### config.mk
export PLATFORM = sky130hd
export DESIGN_NAME = stepper_door_ramp_controller_flat
export DESIGN_NICKNAME = d
export VERILOG_FILES = /design/src/rtl/sdr_pkg.sv /design/src/rtl/sdr_channels.sv /design/src/rtl/sdr_apb_regs.sv /design/src/rtl/sdr_ramp_core.sv /design/src/rtl/stepper_door_ramp_controller.sv /design/src/flat_wrapper.sv
export SDC_FILE = /design/constraint.sdc
export NUM_CORES = 1
export LEC_CHECK = 0
export BUFFER_PORTS_ARGS = -buffer_cell sky130_fd_sc_hd__buf_2
export CORE_AREA = 3 3 199 142
export CTS_BUF_LIST = sky130_fd_sc_hd__clkbuf_4
export DETAILED_ROUTE_END_ITERATION = 16
export DIE_AREA = 0 0 202 145
export PLACE_DENSITY_LB_ADDON = 0.05
export SLEW_MARGIN = 25
export SYNTH_ARGS = -nofsm -noshare
export SYNTH_HDL_FRONTEND = slang
export SYNTH_SLANG_ARGS = --single-unit
### constraint.sdc
create_clock -name clk -period 20.2 [get_ports clk]
set_input_delay 6.06 -clock clk [delete_from_list [all_inputs] [get_ports clk]]
set_output_delay 6.06 -clock clk [all_outputs]
set_load 0.03 [all_outputs]
### src/rtl/sdr_pkg.sv
// ---------------------------------------------------------------------------
// sdr_pkg: shared types and constants of the door ramp controller
// Holds field widths, ramp constants, the configuration and result structs.
// ---------------------------------------------------------------------------
package sdr_pkg;

	localparam int PHASE_BITS  = 2;
	localparam int DECEL_STEPS = 8;

	localparam int PERIOD_W    = 8;
	localparam int POS_W       = 16;
	localparam int IDX_W       = 5;
	localparam int PHASE_OUT_W = 2;
	localparam int MOTION_W    = 2;

	localparam int CFG_DATA_W  = 64;
	localparam int CFG_ADDR_W  = 6;

	typedef struct packed {
		logic [63:0]        accel_periods;
		logic [PERIOD_W-1:0] cruise_period;
		logic [63:0]        decel_periods;
		logic [POS_W-1:0]   far_position;
		logic [POS_W-1:0]   closed_position;
	} sdr_cfg_t;

	typedef struct packed {
		logic                   step_taken;
		logic [PHASE_OUT_W-1:0] phase;
		logic                   current_on;
		logic [POS_W-1:0]       position;
		logic [MOTION_W-1:0]    motion;
	} sdr_result_t;

endpackage

### src/rtl/sdr_channels.sv
// ---------------------------------------------------------------------------
// sdr_channels: valid/ready channels of the door ramp controller
// Command channel (one tick with an optional command) and result channel.
// ---------------------------------------------------------------------------
interface sdr_cmd_if;
	logic valid;
	logic ready;
	logic cmd_valid;
	logic cmd_open;

	modport source (output valid, output cmd_valid, output cmd_open, input ready);
	modport sink   (input valid, input cmd_valid, input cmd_open, output ready);
endinterface

interface sdr_res_if;
	logic        valid;
	logic        ready;
	logic        step_taken;
	logic [1:0]  phase;
	logic        current_on;
	logic [15:0] position;
	logic [1:0]  motion;

	modport source (output valid, output step_taken, output phase, output current_on,
		output position, output motion, input ready);
	modport sink   (input valid, input step_taken, input phase, input current_on,
		input position, input motion, output ready);
endinterface

### src/rtl/sdr_apb_regs.sv
// ---------------------------------------------------------------------------
// sdr_apb_regs: APB configuration registers
// Five registers at byte address 8*i, 64-bit data, always ready.
// ---------------------------------------------------------------------------
module sdr_apb_regs
	import sdr_pkg::*;
(
	input  logic                  clk,
	input  logic                  arst_n,
	input  logic                  psel,
	input  logic                  penable,
	input  logic                  pwrite,
	input  logic [CFG_ADDR_W-1:0] paddr,
	input  logic [CFG_DATA_W-1:0] pwdata,
	output logic [CFG_DATA_W-1:0] prdata,
	output logic                  pready,
	output sdr_cfg_t              cfg
);

	localparam logic [2:0] REG_ACCEL  = 3'd0;
	localparam logic [2:0] REG_CRUISE = 3'd1;
	localparam logic [2:0] REG_DECEL  = 3'd2;
	localparam logic [2:0] REG_FAR    = 3'd3;
	localparam logic [2:0] REG_HOME   = 3'd4;

	localparam logic [POS_W-1:0] FAR_RESET = POS_W'(10000);

	sdr_cfg_t   cfg_q;
	logic [2:0] reg_sel;
	logic       wr_en;

	assign reg_sel = paddr[CFG_ADDR_W-1:3];
	assign wr_en   = psel & penable & pwrite;
	assign pready  = 1'b1;
	assign cfg     = cfg_q;

	always_ff @(posedge clk or negedge arst_n) begin
		if (!arst_n) begin
			cfg_q.accel_periods   <= '0;
			cfg_q.cruise_period   <= '0;
			cfg_q.decel_periods   <= '0;
			cfg_q.far_position    <= FAR_RESET;
			cfg_q.closed_position <= '0;
		end else if (wr_en) begin
			case (reg_sel)
				REG_ACCEL:  cfg_q.accel_periods   <= pwdata;
				REG_CRUISE: cfg_q.cruise_period   <= pwdata[PERIOD_W-1:0];
				REG_DECEL:  cfg_q.decel_periods   <= pwdata;
				REG_FAR:    cfg_q.far_position    <= pwdata[POS_W-1:0];
				REG_HOME:   cfg_q.closed_position <= pwdata[POS_W-1:0];
				default: ;
			endcase
		end
	end

	always_comb begin
		case (reg_sel)
			REG_ACCEL:  prdata = cfg_q.accel_periods;
			REG_CRUISE: prdata = CFG_DATA_W'(cfg_q.cruise_period);
			REG_DECEL:  prdata = cfg_q.decel_periods;
			REG_FAR:    prdata = CFG_DATA_W'(cfg_q.far_position);
			REG_HOME:   prdata = CFG_DATA_W'(cfg_q.closed_position);
			default:    prdata = '0;
		endcase
	end

endmodule

### src/rtl/sdr_ramp_core.sv
// ---------------------------------------------------------------------------
// sdr_ramp_core: ramp state and per-tick update
// Holds the run state and computes the next state and result of one tick.
// ---------------------------------------------------------------------------
module sdr_ramp_core
	import sdr_pkg::*;
(
	input  logic        clk,
	input  logic        arst_n,
	input  sdr_cfg_t    cfg,
	input  logic        advance,
	input  logic        cmd_valid,
	input  logic        cmd_open,
	output sdr_result_t result
);

	typedef enum logic [1:0] {
		SPD_HOLD  = 2'd0,
		SPD_ACC   = 2'd1,
		SPD_CONST = 2'd2,
		SPD_DEC   = 2'd3
	} speed_t;

	typedef enum logic [1:0] {
		RUN_HOLD  = 2'd0,
		RUN_OPEN  = 2'd1,
		RUN_CLOSE = 2'd2
	} run_t;

	localparam int TGT_W = 18;
	localparam int CMP_W = 20;

	localparam logic [IDX_W-1:0] RAMP_CRUISE = IDX_W'(8);
	localparam logic [IDX_W-1:0] DECEL_BASE  = IDX_W'(9);
	localparam logic [IDX_W-1:0] RAMP_LAST   = IDX_W'(16);

	localparam logic signed [TGT_W:0]   TWO_DEC = (TGT_W+1)'(2 * DECEL_STEPS);
	localparam logic signed [CMP_W-1:0] DEC_C   = CMP_W'(DECEL_STEPS);

	logic                    pending_q, req_dir_q, cur_dir_q, armed_q, current_q;
	speed_t                  speed_q;
	run_t                    run_q;
	logic [IDX_W-1:0]        idx_q;
	logic [PERIOD_W-1:0]     tick_q;
	logic [PHASE_BITS-1:0]   phase_q;
	logic [POS_W-1:0]        pos_q;
	logic signed [TGT_W-1:0] tgt_q;

	logic                    pending_d, req_dir_d, cur_dir_d, armed_d, current_d;
	speed_t                  speed_d;
	run_t                    run_d;
	logic [IDX_W-1:0]        idx_d;
	logic [PERIOD_W-1:0]     tick_d;
	logic [PHASE_BITS-1:0]   phase_d;
	logic [POS_W-1:0]        pos_d;
	logic signed [TGT_W-1:0] tgt_d;
	logic                    step_d;
	logic                    expire;
	logic                    do_step;
	logic signed [TGT_W:0]   pos_s, idx_s;
	logic signed [CMP_W-1:0] pos_c, tgt_c;

	function automatic logic [PERIOD_W-1:0] period_at(input sdr_cfg_t c,
		input logic [IDX_W-1:0] i);
		logic [IDX_W-1:0]    k;
		logic [IDX_W-1:0]    d;
		logic [PERIOD_W-1:0] p;
		k = (i > RAMP_LAST) ? RAMP_LAST : i;
		d = k - DECEL_BASE;
		if (k < RAMP_CRUISE) begin
			p = c.accel_periods[{k[2:0], 3'b000} +: PERIOD_W];
		end else if (k == RAMP_CRUISE) begin
			p = c.cruise_period;
		end else begin
			p = c.decel_periods[{d[2:0], 3'b000} +: PERIOD_W];
		end
		return p;
	endfunction

	assign pos_s = $signed({3'b000, pos_q});
	assign idx_s = $signed({{(TGT_W+1-IDX_W){1'b0}}, idx_q});
	assign pos_c = $signed({4'b0000, pos_q});

	always_comb begin
		pending_d = pending_q;
		req_dir_d = req_dir_q;
		cur_dir_d = cur_dir_q;
		armed_d   = armed_q;
		current_d = current_q;
		speed_d   = speed_q;
		run_d     = run_q;
		idx_d     = idx_q;
		phase_d   = phase_q;
		pos_d     = pos_q;
		tgt_d     = tgt_q;
		step_d    = 1'b0;
		do_step   = 1'b0;
		tgt_c     = '0;

		// latch a new command and advance the tick counter
		if (cmd_valid) begin
			pending_d = 1'b1;
			req_dir_d = cmd_open;
		end
		tick_d = tick_q + PERIOD_W'(1);

		// reverse arming, start from hold or retarget to a stop
		if (pending_d) begin
			if (req_dir_d != cur_dir_q) begin
				if (!armed_q) begin
					armed_d = 1'b1;
				end else if (speed_q == SPD_HOLD) begin
					tgt_d     = req_dir_d ? TGT_W'(cfg.far_position)
						: TGT_W'(cfg.closed_position);
					cur_dir_d = req_dir_d;
					pending_d = 1'b0;
					run_d     = req_dir_d ? RUN_OPEN : RUN_CLOSE;
					speed_d   = SPD_ACC;
					idx_d     = '0;
				end else if (run_q == RUN_OPEN) begin
					tgt_d = TGT_W'(pos_s + TWO_DEC - idx_s);
				end else if (run_q == RUN_CLOSE) begin
					tgt_d = TGT_W'(pos_s - TWO_DEC + idx_s);
				end
			end else begin
				armed_d = 1'b0;
			end
		end

		expire = (tick_d >= period_at(cfg, idx_d));
		if (expire) begin
			tgt_c = CMP_W'(tgt_d);
			case (speed_d)
				SPD_ACC: begin
					idx_d = idx_d + IDX_W'(1);
					if (idx_d >= RAMP_CRUISE) begin
						speed_d = SPD_CONST;
						idx_d   = RAMP_CRUISE;
					end
					current_d = 1'b1;
					do_step   = 1'b1;
				end
				SPD_CONST: begin
					if (cur_dir_d && (pos_c >= tgt_c - DEC_C))
						speed_d = SPD_DEC;
					if (!cur_dir_d && (pos_c <= tgt_c + DEC_C))
						speed_d = SPD_DEC;
					current_d = 1'b1;
					do_step   = 1'b1;
				end
				SPD_DEC: begin
					idx_d = idx_d + IDX_W'(1);
					if (idx_d >= RAMP_LAST) begin
						speed_d = SPD_HOLD;
						run_d   = RUN_HOLD;
						idx_d   = RAMP_LAST;
					end
					current_d = 1'b1;
					do_step   = 1'b1;
				end
				default: begin
					speed_d   = SPD_HOLD;
					run_d     = RUN_HOLD;
					idx_d     = '0;
					current_d = 1'b0;
				end
			endcase
			tick_d = '0;
		end

		// issue a phase step in the run direction; none without a direction
		if (do_step) begin
			case (run_d)
				RUN_OPEN: begin
					phase_d = phase_q + PHASE_BITS'(1);
					if (pos_q != '1)
						pos_d = pos_q + POS_W'(1);
					step_d = 1'b1;
				end
				RUN_CLOSE: begin
					phase_d = phase_q - PHASE_BITS'(1);
					if (pos_q != '0)
						pos_d = pos_q - POS_W'(1);
					step_d = 1'b1;
				end
				default: ;
			endcase
		end

		result.step_taken = step_d;
		result.phase      = PHASE_OUT_W'(phase_d);
		result.current_on = current_d;
		result.position   = pos_d;
		result.motion     = speed_d;
	end

	always_ff @(posedge clk or negedge arst_n) begin
		if (!arst_n) begin
			pending_q <= 1'b0;
			req_dir_q <= 1'b0;
			cur_dir_q <= 1'b0;
			armed_q   <= 1'b0;
			current_q <= 1'b0;
			speed_q   <= SPD_HOLD;
			run_q     <= RUN_HOLD;
			idx_q     <= '0;
			tick_q    <= '0;
			phase_q   <= '0;
			pos_q     <= '0;
			tgt_q     <= '0;
		end else if (advance) begin
			pending_q <= pending_d;
			req_dir_q <= req_dir_d;
			cur_dir_q <= cur_dir_d;
			armed_q   <= armed_d;
			current_q <= current_d;
			speed_q   <= speed_d;
			run_q     <= run_d;
			idx_q     <= idx_d;
			tick_q    <= tick_d;
			phase_q   <= phase_d;
			pos_q     <= pos_d;
			tgt_q     <= tgt_d;
		end
	end

	a_hold_pair: assert property (@(posedge clk) disable iff (!arst_n)
		(speed_q == SPD_HOLD) == (run_q == RUN_HOLD))
		else $error("speed and run mode disagree on hold");

	a_idx_range: assert property (@(posedge clk) disable iff (!arst_n)
		idx_q <= RAMP_LAST)
		else $error("ramp index beyond table");

	a_cruise_idx: assert property (@(posedge clk) disable iff (!arst_n)
		(speed_q == SPD_CONST) |-> (idx_q == RAMP_CRUISE))
		else $error("cruise with wrong ramp index");

	a_step_current: assert property (@(posedge clk) disable iff (!arst_n)
		(advance && step_d) |=> current_q)
		else $error("step issued with current off");

	a_phase_hold: assert property (@(posedge clk) disable iff (!arst_n)
		(advance && !step_d) |=> $stable(phase_q) && $stable(pos_q))
		else $error("phase or position moved without a step");

endmodule

### src/rtl/stepper_door_ramp_controller.sv
// ---------------------------------------------------------------------------
// stepper_door_ramp_controller: trapezoidal step-rate generator for a door
//
// Channels: cmd (sink) carries one control tick per item, with an optional
// open/close command; res (source) returns one result item per tick with the
// step flag, motor phase, current enable, position and speed state.
// Configuration: APB port, 64-bit data, register i at byte address 8*i
// (accel periods, cruise period, decel periods, far and home position).
// pready is tied high; write only while the block is idle.
// Path: an accepted tick is registered in the input register; on advance it
// updates the ramp state and its result loads the result register that drives
// res. Throughput: one tick per cycle while res is taken, as the state update
// between the input and result registers is combinational.
// Stall: while res is not taken the result register holds; one more tick
// waits in the input register, then cmd.ready drops until res is taken.
// Reset: all ramp state clears to hold at position 0, phase 0, current off;
// configuration returns to its reset values; both registers empty.
// ---------------------------------------------------------------------------
module stepper_door_ramp_controller
	import sdr_pkg::*;
(
	input  logic                  clk,
	input  logic                  arst_n,
	sdr_cmd_if.sink               cmd,
	sdr_res_if.source             res,
	input  logic                  psel,
	input  logic                  penable,
	input  logic                  pwrite,
	input  logic [CFG_ADDR_W-1:0] paddr,
	input  logic [CFG_DATA_W-1:0] pwdata,
	output logic [CFG_DATA_W-1:0] prdata,
	output logic                  pready
);

	sdr_cfg_t    cfg;
	sdr_result_t result_d;
	sdr_result_t result_q;

	logic valid_s1;
	logic cmd_valid_s1;
	logic cmd_open_s1;
	logic res_valid_q;
	logic advance;

	sdr_apb_regs u_regs (
		.clk     (clk),
		.arst_n  (arst_n),
		.psel    (psel),
		.penable (penable),
		.pwrite  (pwrite),
		.paddr   (paddr),
		.pwdata  (pwdata),
		.prdata  (prdata),
		.pready  (pready),
		.cfg     (cfg)
	);

	// advance the registered tick into the result register when it is free
	// or being taken this cycle
	assign advance   = valid_s1 & (~res_valid_q | res.ready);
	// take a new tick whenever the input register is empty or empties this cycle
	assign cmd.ready = ~valid_s1 | advance;

	sdr_ramp_core u_core (
		.clk       (clk),
		.arst_n    (arst_n),
		.cfg       (cfg),
		.advance   (advance),
		.cmd_valid (cmd_valid_s1),
		.cmd_open  (cmd_open_s1),
		.result    (result_d)
	);

	// input register: hold the tick until the core consumes it
	always_ff @(posedge clk or negedge arst_n) begin
		if (!arst_n) begin
			valid_s1 <= 1'b0;
		end else if (cmd.ready) begin
			valid_s1 <= cmd.valid;
		end
	end

	always_ff @(posedge clk) begin
		if (cmd.ready) begin
			cmd_valid_s1 <= cmd.cmd_valid;
			cmd_open_s1  <= cmd.cmd_open;
		end
	end

	// result register: load on advance, drop valid once taken
	always_ff @(posedge clk or negedge arst_n) begin
		if (!arst_n) begin
			res_valid_q <= 1'b0;
		end else if (advance) begin
			res_valid_q <= 1'b1;
		end else if (res.ready) begin
			res_valid_q <= 1'b0;
		end
	end

	always_ff @(posedge clk) begin
		if (advance) begin
			result_q <= result_d;
		end
	end

	assign res.valid      = res_valid_q;
	assign res.step_taken = result_q.step_taken;
	assign res.phase      = result_q.phase;
	assign res.current_on = result_q.current_on;
	assign res.position   = result_q.position;
	assign res.motion     = result_q.motion;

endmodule
### src/flat_wrapper.sv
// flat-port wrapper written by rule: the top's interface ports become plain ports
module stepper_door_ramp_controller_flat import sdr_pkg::*;
  (clk, arst_n, psel, penable, pwrite, paddr, pwdata, prdata, pready, cmd_valid, cmd_cmd_valid, cmd_cmd_open, cmd_ready, res_valid, res_step_taken, res_phase, res_current_on, res_position, res_motion, res_ready);
  sdr_cmd_if cmd_i ();
  sdr_res_if res_i ();
  input  logic clk;
  input  logic arst_n;
  input  logic psel;
  input  logic penable;
  input  logic pwrite;
  input  logic [CFG_ADDR_W-1:0] paddr;
  input  logic [CFG_DATA_W-1:0] pwdata;
  output logic [CFG_DATA_W-1:0] prdata;
  output logic pready;
  input wire logic [$bits(cmd_i.valid)-1:0] cmd_valid;
  input wire logic [$bits(cmd_i.cmd_valid)-1:0] cmd_cmd_valid;
  input wire logic [$bits(cmd_i.cmd_open)-1:0] cmd_cmd_open;
  output wire logic [$bits(cmd_i.ready)-1:0] cmd_ready;
  output wire logic [$bits(res_i.valid)-1:0] res_valid;
  output wire logic [$bits(res_i.step_taken)-1:0] res_step_taken;
  output wire logic [$bits(res_i.phase)-1:0] res_phase;
  output wire logic [$bits(res_i.current_on)-1:0] res_current_on;
  output wire logic [$bits(res_i.position)-1:0] res_position;
  output wire logic [$bits(res_i.motion)-1:0] res_motion;
  input wire logic [$bits(res_i.ready)-1:0] res_ready;
  assign cmd_i.valid = cmd_valid;
  assign cmd_i.cmd_valid = cmd_cmd_valid;
  assign cmd_i.cmd_open = cmd_cmd_open;
  assign cmd_ready = cmd_i.ready;
  assign res_valid = res_i.valid;
  assign res_step_taken = res_i.step_taken;
  assign res_phase = res_i.phase;
  assign res_current_on = res_i.current_on;
  assign res_position = res_i.position;
  assign res_motion = res_i.motion;
  assign res_i.ready = res_ready;
  stepper_door_ramp_controller u_core (.clk(clk), .arst_n(arst_n), .cmd(cmd_i), .res(res_i), .psel(psel), .penable(penable), .pwrite(pwrite), .paddr(paddr), .pwdata(pwdata), .prdata(prdata), .pready(pready));
endmodule
* After elaboration in Yosys (flattened, before gate mapping)
Index checks and enable logic that the tools add are counted.
** Word-level totals
- Register bits after elaboration :: 252
- Input bits :: 79
- Output and inout port bits :: 89
- Word-level logic and storage cells :: 146
** Operators by class
- $add $sub $neg :: 13
- Order comparisons :: 7
- Equal/unequal tests :: 14
- Shift-type cells :: 2
- Mux-type cells :: 61
- Bitwise operators :: 7
- Reduce and logical (&&, ||, !) cells :: 16
** Operators with widths (number)
- case mux 64 bit (5 select lines) :: 1
- variable part select 64 x 7 -> 8 bit :: 2
- two-way mux 18 bit :: 6
- two-way mux 16 bit :: 4
- two-way mux 5 bit :: 8
- two-way mux 2 bit :: 17
- case mux 16 bit (2 select lines) :: 1
- two-way mux 8 bit :: 3
- adder 18 x 5 -> 19 bit (second input constant) :: 1
- >= comparator 17 x 19 -> 1 bit :: 1
- <= comparator 17 x 19 -> 1 bit :: 1
- subtractor 18 x 5 -> 19 bit (second input constant) :: 1
- adder 17 x 6 -> 18 bit :: 1
- subtractor 17 x 5 -> 18 bit :: 1
- adder 16 x 5 -> 17 bit (second input constant) :: 1
- two-way mux 1 bit :: 17
- subtractor 16 x 5 -> 17 bit (second input constant) :: 1
- adder 16 x 1 -> 16 bit (second input constant) :: 1
- inequality test 16 bit (second input constant) :: 1
- nonzero test 16 bit :: 1
- subtractor 16 x 1 -> 16 bit (second input constant) :: 1
- case mux 5 bit (3 select lines) :: 1
- AND reduction 2 bit :: 6
- adder 8 x 1 -> 8 bit (second input constant) :: 1
- other kinds (28) :: 41

* Depth between registers and ports, before layout
Gate-level depths: netlist (run 1).
- Depth in word-level cells :: 16
- Mapped depth :: 38
- Gate-level depth less buffers :: 32

* Modules after synthesis
Synthesis (run 1) repeated with hierarchy kept, for this count alone.
** Second synthesis, totals
- Cell total of the unflattened synthesis :: 1642
- Area total of the unflattened synthesis :: 17658.2 µm²
** Modules (own cells, without submodules)
- sdr_ramp_core :: instances 1, cells an instance 1124, area each 9261.4 µm², seq. area each 1451.4 µm²
- sdr_apb_regs :: instances 1, cells an instance 486, area each 7589.8 µm², seq. area each 4210.3 µm²
- stepper_door_ramp_controller :: instances 1, cells an instance 32, area each 807.0 µm², seq. area each 770.7 µm²

* Worst setup path before layout (run 1)
OpenSTA, ideal clock, no wires.
- Path type :: input to output
- Start :: in paddr[4]
- End :: out prdata[8]
- Data arrival time :: 7641 ps
- Data required time :: 14140 ps
- Slack :: 6499 ps
- Stages on the path :: 5
- Buffers on the path :: 2
- Cells stage by stage :: clkbuf_1 > clkinv_1 > nor3_1 > clkbuf_1 > a221o_1
** Between the ends
- Longest elaborated chain between the ends :: 2
- Elaborated cells between the ends (all ways) :: 6
- Those cells by class :: eq/ne: 4; mux: 1; reduce/logical: 1
** Ends and longest elaborated chain
- start, declared :: RTL line flat_wrapper.sv:11 : input logic [CFG_ADDR_W-1:0] paddr;
- equality test 3 bit, or another cell as far along :: RTL line sdr_apb_regs.sv:57 : case (reg_sel)
- case mux 64 bit (5 select lines) (*) :: RTL line sdr_apb_regs.sv:57
- end, declared :: RTL line flat_wrapper.sv:13 : output logic [CFG_DATA_W-1:0] prdata;
Mark *: on every way between the ends. The rest lies on a longest branch, timed or not.

* Final worst setup path (run 1)
- Start :: in paddr[4]
- End :: out prdata[52]
Same word-level chain as after synthesis.

==> run summary, run 1 <==
antenna violations before repair - 2
Die Area - 29,300 sq um
Cells after Synth - 1,693
Slew HR - 0.317
largest area contributor in the netlist - dfrtp_1
clock-pin slew on the worst setup and hold paths - 0.06 ns
adder-cell share of the synthesized area - 0.0789
post-synth cell types - 98
Slew Viols, Final - 0
# IOs - 168
Max Buffers Root-to-Sink - 3
Total Routed Length - 50.8 mm
worst-skew pair later-pin latency - 0.75 ns
P_int - 1.58 mW
clk sink count - 252
Die X-Extent - 202 microns
clock network fraction of total power - 0.151
data arrival time of the critical path - 8.10 ns
asr flop ratio synth - 0.905
H-tree levels - 2
IO buf count - 163
sequential group share of total power - 0.260
Core Footprint - 26,600 sq um
post-synthesis sequential area ratio - 0.375
Sw Share - 0.485
vias per cell - 6.49
Primary FF master, synth - dfrtp_1
layout cells sized above 1 - 0.283
grt total ovfl - 0
Post-CTS Hold Fix Bufs - 0
Switch Pwr - 1.49 mW
Tmin final - 14.16 ns
first-pass GRT wire length - 79.2 mm
commonest non-fill, non-tap cell in the layout - dfrtp_1
number of DRC markers in iteration 0 - 1,551
crit path kind - input pin to output pin
Final Skew - 0.0535 ns
top cells by area, synth - dfrtp_1 (33%), mux2_2 (11%), ha_1 (7.7%)
Tot GR Track Use - 0.341
#FFs+latches synth - 252
RSZ-0062 raised after global routing - false
drt drc - 0
CTS root buffer - clkbuf_4
Chip Height - 145 microns
CP Data Required Time - 14.14 ns
largest net degree at the start of global routing - 85
Avg WL per Cell - 22.4 microns
cts repair resizes - 0
area grow syn2layout - 11.5%
post-route ant nets - 0
YS warnings - 0
Mapped Area - 17,200 sq um
CP Capture Type - output pin
Fill cells - 2,062
Final TNS setup - 0 ns
Logic pwr share - 0.589
power per cell area - 161 nW/um^2
outcome - finished, final reports clean
final instance area - 19,100 sq um
Mean Syn Cell Area - 10.1 sq um
post-synth top area share - 0.325
CP Max Fanout - 63
Final period util - 0.701
mux share of post-synthesis cell area - 0.179
CTS tree - yes
Initial Util - 0.646
max frequency - 70.6 MHz
most frequent cells in the layout - dfrtp_1 (223), nand2_1 (188), mux2_2 (173)
Vias - 14,700
complex-gate fraction of the synthesized area - 0.175
Worst-Margin Slew - 1.02 ns
vias in the first global route - 13,900
Num CTS Buffers - 61
Peak VDD IR - 0.101 mV
Post-Synth XOR/XNOR Area - 0.0270
critical path launch point type - input pin
syn_nets - 1,879
DP Area - 18,300 sq um
final setup fails - 0
Placer Congestion - 0.957
Leak - 8.70 nW
drt first pass iters - 6
fin nets - 2,039
Final HPWL DP - 37.1 mm
largest family of logic cells by synthesized area - multiplexers
hold_ws - 0.489 ns
Hold Crit Class - flip-flop to flip-flop
Setup Buffers After CTS - 0
Simple-Gate Fraction of Synth Area - 0.127
max cap viols - 0
Post-synth EDFFs - 24
row cnt - 50
Fin. Hold Viols - 0
-- kinds of logic (layout without fill, tap and decap cells) --
group | count (synthesis) | count (layout)
AND/OR/NAND/NOR | 454 | 454
AO/OA/AOI/OAI | 425 | 425
flip-flops | 252 | 252
multiplexers | 246 | 246
buffers and inverters | 156 | 368
adder cells (fa/ha/maj) | 107 | 107
XOR/XNOR | 52 | 52
other | 1 | 2
-- critical path, cell delays in order --
cell      delay, ns
buf_2          0.35
clkinv_1       0.32
nor3_2         0.21
buf_4          0.59
a22o_1         0.29
buf_2          0.21
-- per-layer routing --
layer  track usage  share of wire  vias up
met5        0.0221         0.0018        -
met4        0.0624          0.013        4
met3         0.127           0.13       59
met2         0.466           0.41      755
met1         0.521           0.45     7257
li1              -              -     6651
-- final timing paths --
path	start	end	slack, ns	depth (start not counted)
worst max-delay path	paddr[4]	prdata[52]	6.04	6
worst min-delay path	u_core.u_core.tgt_q[2]$_DFFE_PN0P_	u_core.u_core.tgt_q[2]$_DFFE_PN0P_	0.49	2
worst max register to register	u_core.cmd_valid_s1$_DFFE_PP_	u_core.u_core.pos_q[13]$_DFFE_PN0P_	11.43	31
worst min register to register	u_core.u_core.tgt_q[2]$_DFFE_PN0P_	u_core.u_core.tgt_q[2]$_DFFE_PN0P_	0.49	2
max in group asynchronous	arst_n	u_core.u_regs.cfg[124]$_DFFE_PN0P_	12.79	3
min in group asynchronous	arst_n	u_core.u_regs.cfg[82]$_DFFE_PN0P_	5.31	1
-- flip-flops by register name, indices dropped and copies added (netlist names) --
name and count:
u_core.u_core.pos_q 16, u_core.cmd_open_s1 1, u_core.res.phase 2, u_core.res.motion 2, u_core.cmd_valid_s1 1, u_core.u_core.run_q 2, u_core.u_regs.cfg 168, u_core.u_core.tgt_q 18
u_core.res.current_on 1, u_core.u_core.req_dir_q 1, u_core.u_core.current_q 1, u_core.u_core.cur_dir_q 1, u_core.u_core.idx_q 5, u_core.u_core.armed_q 1, u_core.u_core.pending_q 1, u_core.res.step_taken 1
u_core.res.position 16, u_core.valid_s1 1, u_core.res.valid 1, u_core.u_core.tick_q 8, u_core.u_core.speed_q 2, u_core.u_core.phase_q 2
-- area by class of cell --
cell class,instances,area [sq um],area share
multi-input combinational,1285,10100,0.530
tap,364,455,0.0238
sequential,252,6430,0.336
clock buffer,91,683,0.0357
timing repair buffer,183,980,0.0512
inverter,70,263,0.0137
antenna,1,2.50,0.000131
clock inverter,24,179,0.00935
-- cells in the mapped netlist (12+ instances only) --
library cell    n
mux2i_1        41
dfrtp_1       223
o21ai_0        96
a21o_1         13
a22o_1         56
mux2_2        173
clkbuf_1       64
inv_1          68
ha_1          105
a21oi_1        88
nand2b_1       17
mux4_2         32
nor2_1         88
nor3_1         17
a211oi_1       13
xor2_1         18
or3_1          12
a221o_1        16
nand2_1       188
a31oi_1        19
and3_1         15
xnor2_1        33
nand4_1        17
nand3_1        30
edfxtp_1       24
-- stage by stage --
stage          instances  power [mW]  worst slack (ns)   util
3_3_place_gp        2154        2.51              6.18  0.687
4_1_cts             2269        3.02              6.08  0.719
6_report            2270        3.07              6.04  0.720
5_1_grt             2270        3.29              5.93  0.720
2_1_floorplan       1693        2.06              6.50      -
3_5_place_dp        2154        2.54              6.08  0.687
-- power by group through the flow --
stage,sequential [mW],combinational (mW),clock [mW]
floorplan,0.754,1.30,0
global placement,0.791,1.72,0
finish,0.799,1.81,0.465
global route,0.810,1.98,0.502
detailed placement,0.798,1.75,0
CTS,0.788,1.76,0.471
Power figures use the tool's default switching activity.
==> run 2, diff against run 1 <==
--- a/config.mk
+++ b/config.mk
@@ -5,11 +5,12 @@
 export SDC_FILE = /design/constraint.sdc
 export NUM_CORES = 1
 export LEC_CHECK = 0
+export ABC_AREA = 1
 export BUFFER_PORTS_ARGS = -buffer_cell sky130_fd_sc_hd__buf_2
-export CORE_AREA = 3 3 199 142
+export CORE_AREA = 3 3 204 146
 export CTS_BUF_LIST = sky130_fd_sc_hd__clkbuf_4
 export DETAILED_ROUTE_END_ITERATION = 16
-export DIE_AREA = 0 0 202 145
+export DIE_AREA = 0 0 207 149
 export PLACE_DENSITY_LB_ADDON = 0.05
 export SLEW_MARGIN = 25
 export SYNTH_ARGS = -nofsm -noshare
==> constraint.sdc (replaced) <==
create_clock -name clk -period 13.1 [get_ports clk]
set_input_delay 3.93 -clock clk [delete_from_list [all_inputs] [get_ports clk]]
set_output_delay 3.93 -clock clk [all_outputs]
set_load 0.03 [all_outputs]
==> run 2 against run 1 <==
Compared with the run above: die area increased by 5.3%; non-clock buffer count decreased by 3; sequential power increased by 50%; sequential cell count unchanged; cell count increased by 29%; worst hold slack got worse by 0.0038 ns; setup slack got worse by 2.5 ns; critical path depth increased by 2; clock power increased by 47%; sequential share of layout area increased by 0.15 points; power increased by 51%; utilization decreased by 3.5 points; largest cell class unchanged; critical endpoint is now prdata[7]; highest routed layer unchanged; critical path type unchanged.
==> run summary, run 2 <==
Avg WL per Cell - 18.5 microns (-17%)
worst hold start - u_core.u_regs.cfg[15]$_DFFE_PN0P_
Reg area - 6430 sq um (unchanged)
Slew Viols, Final - 0 (unchanged)
vias per cell - 5.89 (-9.2%)
most frequent cells in the layout - nand2_1 (562), o21ai_0 (322), inv_1 (313)
Placer Congestion - 0.956 (-0.11%)
Mean Syn Cell Area - 7.29 sq um (-28%)
Post-synth top cells - nand2_1 (564), o21ai_0 (322), inv_1 (314)
number of DRC markers in iteration 0 - 1,984 (+28%)
Setup Buffers After CTS - 0 (unchanged)
CP Capture Type - output pin
Tot GR Track Use - 0.342 (+0.000470)
fin nets - 2,690 (+32%)
Total Routed Length - 54.0 mm (+6.5%)
global-route track usage on met3 - 0.0988 (-0.0286)
outcome - finished, final reports clean
first-pass GRT wire length - 84.5 mm (+6.7%)
CP Data Required Time - 9.17 ns (-4.97 ns)
CP Max Fanout - 63 (unchanged)
row cnt - 51 (+2.0%)
Die X-Extent - 207 microns (+2.5%)
CTS tree - yes
Final HPWL DP - 39.8 mm (+7.2%)
met1 Use GR - 0.523 (+0.00147)
clk sink count - 252 (unchanged)
post-route ant nets - 0 (unchanged)
drt drc - 0 (unchanged)
hold_ws - 0.485 ns (-0.00380 ns)
most frequent cell after synthesis - nand2_1
Num CTS Buffers - 61 (unchanged)
Post-CTS Hold Fix Bufs - 0 (unchanged)
hold worst-path end - u_core.u_regs.cfg[15]$_DFFE_PN0P_
critical path launch point type - input pin
Initial Util - 0.618 (-0.0278)
Cells after Synth - 2,359 (+39%)
post-synth top area share - 0.325 (-0.000426)
max reg flops - 168 (unchanged)
post-synth cell types - 55 (-44%)
commonest non-fill, non-tap cell in the layout - nand2_1
worst-skew pair later-pin latency - 0.74 ns (about the same)
Mapped Area - 17,200 sq um (+0.13%)
grt peak-use layer - met1
met2 usage in global routing - 0.481 (+0.0157)
Critical R2R Capture - u_core.u_core.pos_q[0]$_DFFE_PN0P_
Slew HR - 0.312 (-0.00560)
Hold Crit Class - flip-flop to flip-flop
drt first pass iters - 6 (unchanged)
cts repair resizes - 0 (unchanged)
max frequency - 105 MHz
area taken by multi-input logic gates - 9160 sq um (-9.7%)
data arrival time of the critical path - 5.59 ns (-2.51 ns)
antenna violations before repair - 4 (+2)
#FFs+latches synth - 252 (unchanged)
reg-to-reg slack, setup - 4.85 ns (-6.58 ns)
reg2reg start - u_core.u_core.speed_q[1]$_DFFE_PN0P_
Core Footprint - 27,800 sq um (+4.6%)
Reg2Reg Depth - 37 (+19%)
Worst-Margin Slew - 1.03 ns (+0.0133 ns)
syn_nets - 2,545 (+35%)
area grow syn2layout - 10.8%
Vias - 17,200 (+17%)
top cells by area, synth - dfrtp_1 (32%), nand2_1 (12%), o21ai_0 (9.4%)
Final TNS setup - 0 ns (unchanged)
post-synthesis sequential area ratio - 0.374 (-0.000491)
IO buf count - 163 (unchanged)
Chip Height - 149 microns (+2.8%)
hold depth - 2 (unchanged)
Fin. Hold Viols - 0 (unchanged)
Final period util - 0.727
CTS root buffer - clkbuf_4
Tmin final - 9.52 ns
final setup fails - 0 (unchanged)
Max Buffers Root-to-Sink - 3 (unchanged)
power per cell area - 243 nW/um^2 (+52%)
final core area utilization - 0.685 (-0.0350)
Overall Power - 4.64 mW (+51%)
Primary FF master, synth - dfrtp_1
largest area contributor in the netlist - dfrtp_1
YS warnings - 0 (unchanged)
Die Area - 30,800 sq um (+5.3%)
vias in the first global route - 15,600 (+12%)
layout cells sized above 1 - 0.145 (-0.139)
Post-synth EDFFs - 24 (unchanged)
max cap viols - 0 (unchanged)
RSZ-0062 raised after global routing - false
H-tree levels - 2 (unchanged)
Leak - 9.45 nW (+8.7%)
grt total ovfl - 0 (unchanged)
# IOs - 168 (unchanged)
largest net degree at the start of global routing - 93 (+9.4%)
Fill cells - 2,466 (+20%)
asr flop ratio synth - 0.905 (unchanged)
clock-pin slew on the worst setup and hold paths - 0.06 ns (about the same)
Peak VDD IR - 0.118 mV (+16%)
crit path kind - input pin to output pin
Final Skew - 0.0320 ns (-0.0215 ns)
==> run 2: power by group <==
group,switching (mW),internal (mW),total [mW]
sequential,0.208,0.995,1.20
combinational,1.89,0.864,2.75
clock,0.333,0.350,0.682
==> run 2: how the worst max path moves through the flow <==
stage	startpoint	endpoint	slack (ns)	depth (start not counted)
after floorplan	paddr[5]	prdata[0]	3.58	5
after global placement	paddr[5]	prdata[0]	3.56	8
after detailed placement	paddr[5]	prdata[6]	3.61	8
after CTS	paddr[5]	prdata[0]	3.60	8
after global routing	paddr[5]	prdata[7]	3.48	8
final	paddr[5]	prdata[7]	3.58	8
==> run 2: final cells by class <==
class / count / share of cell area
diodes: 3 / 0.000394
inverters: 329 / 0.0648
flip-flops and latches: 252 / 0.338
repair buffers: 180 / 0.0502
multi-input cells: 1680 / 0.481
well taps: 371 / 0.0244
clock buffers: 96 / 0.0378
clock inverters: 14 / 0.00414
==> run 2: critical path, stage by stage <==
cell and delay [ns]:
buf_2 0.14, inv_1 0.07, nand2_2 0.06, buf_4 0.55
o21ai_0 0.18, a221oi_1 0.26, o21ai_0 0.15, buf_2 0.23
==> run 2: logic make-up (layout without fill, tap and decap cells) <==
group                    Yosys count  after routing  share of synthesized area
AND/OR/NAND/NOR                  917            917                      0.223
AO/OA/AOI/OAI                    603            603                      0.198
buffers and inverters            427            619                     0.0950
flip-flops                       252            252                      0.374
adder cells (fa/ha/maj)          107            107                     0.0787
XOR/XNOR                          29             29                     0.0159
multiplexers                      23             23                     0.0149
other                              1              4                   0.000218
==> run 2: metrics by stage <==
step	cells	cell area, sq um	setup slack, ns
6_report	2925	19100	3.58
3_3_place_gp	2812	18200	3.56
2_1_floorplan	2359	17200	3.58
4_1_cts	2922	19000	3.60
5_1_grt	2925	19100	3.48
3_5_place_dp	2812	18200	3.61
==> run 2: metal layers <==
| layer | part of all wire | vias to the layer above |
|---|---|---|
| met1 | 0.45 | 8038 |
| met4 | 0.017 | 2 |
| met2 | 0.40 | 960 |
| met3 | 0.13 | 88 |
| li1 | - | 8148 |
| met5 | 0.00015 | - |
==> run 3, diff against run 2 <==
--- a/config.mk
+++ b/config.mk
@@ -7,10 +7,10 @@
 export LEC_CHECK = 0
 export ABC_AREA = 1
 export BUFFER_PORTS_ARGS = -buffer_cell sky130_fd_sc_hd__buf_2
-export CORE_AREA = 3 3 204 146
+export CORE_AREA = 3 3 214 153
 export CTS_BUF_LIST = sky130_fd_sc_hd__clkbuf_4
 export DETAILED_ROUTE_END_ITERATION = 16
-export DIE_AREA = 0 0 207 149
+export DIE_AREA = 0 0 217 156
 export PLACE_DENSITY_LB_ADDON = 0.05
 export SLEW_MARGIN = 25
 export SYNTH_ARGS = -nofsm -noshare
==> constraint.sdc (replaced) <==
create_clock -name clk -period 8 [get_ports clk]
set_input_delay 2.4 -clock clk [delete_from_list [all_inputs] [get_ports clk]]
set_output_delay 2.4 -clock clk [all_outputs]
set_load 0.03 [all_outputs]
==> run 3 against run 2 <==
Compared with the run above: cell count increased by 1.6%; critical path depth increased by 28; routed wire length increased by 2.1%; register-to-register slack got worse by 4.0 ns; global-route usage decreased by 1.8 points; clock power increased by 52%; combinational power increased by 64%; clock skew increased by 0.051 ns; setup slack got worse by 2.7 ns; die area increased by 9.8%; critical path type is now flip-flop to flip-flop; largest cell class unchanged; largest power group unchanged.
==> run summary, run 3 (synthesis results as in run 2) <==
outcome - finished, final reports clean
met2 usage in global routing - 0.449 (-0.0325)
worst-skew pair later-pin latency - 0.77 ns (+0.03 ns)
largest net degree at the start of global routing - 167 (+80%)
critical path launch point type - flip-flop
Top cell by count, worst path - inv_1
Slew HR - 0.347 (+0.0350)
most frequent cells in the layout - nand2_1 (562), o21ai_0 (322), inv_1 (314)
grt total ovfl - 0 (unchanged)
Critical R2R Capture - u_core.u_core.pos_q[0]$_DFFE_PN0P_
cts repair resizes - 0 (unchanged)
vias in the first global route - 15,700 (+0.46%)
Hold Crit Class - flip-flop to flip-flop
CP Capture Type - flip-flop
Final HPWL DP - 41.0 mm (+3.0%)
CTS root buffer - clkbuf_4
Num CTS Buffers - 61 (unchanged)
Logic pwr share - 0.601 (+0.007)
Peak VDD IR - 0.225 mV (+91%)
H-tree levels - 2 (unchanged)
IO buf count - 163 (unchanged)
Switch Pwr - 3.95 mW (+63%)
fin nets - 2,695 (+0.19%)
drt drc - 0 (unchanged)
reg-to-reg slack, setup - 0.86 ns (-3.99 ns)
CP Data Required Time - 8.64 ns (-0.53 ns)
Overall Power - 7.50 mW (+62%)
row cnt - 54 (+5.9%)
grt peak-use layer - met1
DP Area - 18,400 sq um (+0.61%)
Initial Util - 0.556 (-0.0624)
crit path kind - flip-flop to flip-flop
post-route ant nets - 0 (unchanged)
Place WS - 1.07 ns (-2.54 ns)
Chip Height - 156 microns (+4.7%)
Tot GR Track Use - 0.323 (-0.0182)
sequential group share of total power - 0.261 (+0.002)
# IOs - 168 (unchanged)
Total Routed Length - 55.2 mm (+2.1%)
layout cells sized above 1 - 0.144 (-0.000784)
Leak - 9.44 nW (-0.13%)
reg2reg start - u_core.u_core.speed_q[1]$_DFFE_PN0P_
final std cells w/o fill - 2,972 (+1.6%)
final core area utilization - 0.617 (-0.0679)
Core Footprint - 30,900 sq um (+11%)
Final period util - 0.892
CP Max Fanout - 21 (-67%)
Fin. Hold Viols - 0 (unchanged)
vias per cell - 5.74 (-2.6%)
hold_ws - 0.489 ns (+0.00378 ns)
Max Buffers Root-to-Sink - 3 (unchanged)
max cap viols - 0 (unchanged)
Setup Buffers After CTS - 0 (unchanged)
Sw Share - 0.527 (+0.00287)
PnR worst setup slack - 0.863 ns (-2.71 ns)
number of DRC markers in iteration 0 - 1,979 (-0.25%)
global-route track usage on met3 - 0.0660 (-0.0328)
Reg2Reg Depth - 36 (-2.7%)
commonest non-fill, non-tap cell in the layout - nand2_1
Final Skew - 0.0827 ns (+0.0507 ns)
max reg flops - 168 (unchanged)
area grow syn2layout - 11.1%
Die Area - 33,900 sq um (+9.8%)
hold depth - 2 (unchanged)
final setup fails - 0 (unchanged)
CP max stage delay - 0.49 ns (-0.06 ns)
Vias - 17,100 (-1.1%)
final instance area - 19,100 sq um (+0.20%)
Final TNS setup - 0 ns (unchanged)
max frequency - 140 MHz
power per cell area - 393 nW/um^2 (+61%)
worst hold start - u_core.u_core.tgt_q[1]$_DFFE_PN0P_
CTS tree - yes
Slew Viols, Final - 0 (unchanged)
hold worst-path end - u_core.u_core.tgt_q[1]$_DFFE_PN0P_
clock-pin slew on the worst setup and hold paths - 0.08 ns (+0.02 ns)
clock network fraction of total power - 0.138 (-0.009)
Die X-Extent - 217 microns (+4.8%)
drt first pass iters - 5 (-1)
RSZ-0062 raised after global routing - false
Post-CTS Hold Fix Bufs - 0 (unchanged)
P_int - 3.55 mW (+61%)
cell count after placement - 2,866 (+1.9%)
Slowest cell on crit path - ha_1
Avg WL per Cell - 18.6 microns (+0.51%)
met1 Use GR - 0.519 (-0.00397)
clk sink count - 252 (unchanged)
Worst-Margin Slew - 0.976 ns (-0.0537 ns)
antenna violations before repair - 2 (-2)
Tmin final - 7.14 ns
Placer Congestion - 0.975 (+1.9%)
first-pass GRT wire length - 87.1 mm (+3.1%)
data arrival time of the critical path - 7.77 ns (+2.18 ns)
[run 3: changes by cell type in the layout (fill, tap and decap cells not counted), moves of 2 or more]
cell	delta
clkbuf_4	-10
clkinv_4	+2
clkinv_2	+3
diode_2	-2
buf_4	+4
[run 3: per-layer routing]
layer  routed length, microns  share of wire  vias up
li1                         -              -     8136
met3                     5730           0.10       69
met1                    26400           0.48     8027
met5                       13        0.00024        -
met4                      795          0.014        2
met2                    22200           0.40      818
[run 3: how the worst max path moves through the flow]
stage                     cells past startpoint                                  to                                  from
after floorplan                               5                           prdata[0]                              paddr[5]
after global placement                       35  u_core.u_core.pos_q[0]$_DFFE_PN0P_  u_core.u_core.speed_q[1]$_DFFE_PN0P_
after detailed placement                     33  u_core.u_core.pos_q[0]$_DFFE_PN0P_  u_core.u_core.speed_q[1]$_DFFE_PN0P_
after CTS                                    35  u_core.u_core.pos_q[0]$_DFFE_PN0P_  u_core.u_core.speed_q[1]$_DFFE_PN0P_
after global routing                         36  u_core.u_core.pos_q[0]$_DFFE_PN0P_  u_core.u_core.speed_q[1]$_DFFE_PN0P_
final                                        36  u_core.u_core.pos_q[0]$_DFFE_PN0P_  u_core.u_core.speed_q[1]$_DFFE_PN0P_
[run 3: final cells by class]
cell class | instances | area, sq um
Antenna cell | 1 | 2.50
Clock buffer | 86 | 646
Clock inverter | 19 | 85.1
Fill cell | 2943 | 11900
Inverter | 329 | 1230
Multi-Input combinational cell | 1680 | 9160
Sequential cell | 252 | 6430
Tap cell | 420 | 526
Timing Repair Buffer | 185 | 1010
[run 3: critical path: cells and delay by family, from the launching register on]
kind / cells / cell delay [ns]
adders and majority gates: 4 / 1.23
DFF: 1 / 0.48
AOI/OAI and AO/OA: 11 / 2.04
and+or+nand+nor: 13 / 1.73
buffers and inverters: 8 / 1.55
[run 3: power by group through the flow]
stage | clock (mW) | sequential [mW] | combinational (mW)
floorplan | 0 | 1.90 | 3.15
global placement | 0 | 1.96 | 4.30
detailed placement | 0 | 1.96 | 4.39
CTS | 1.06 | 1.94 | 4.42
global route | 1.13 | 1.99 | 5.06
finish | 1.04 | 1.96 | 4.51
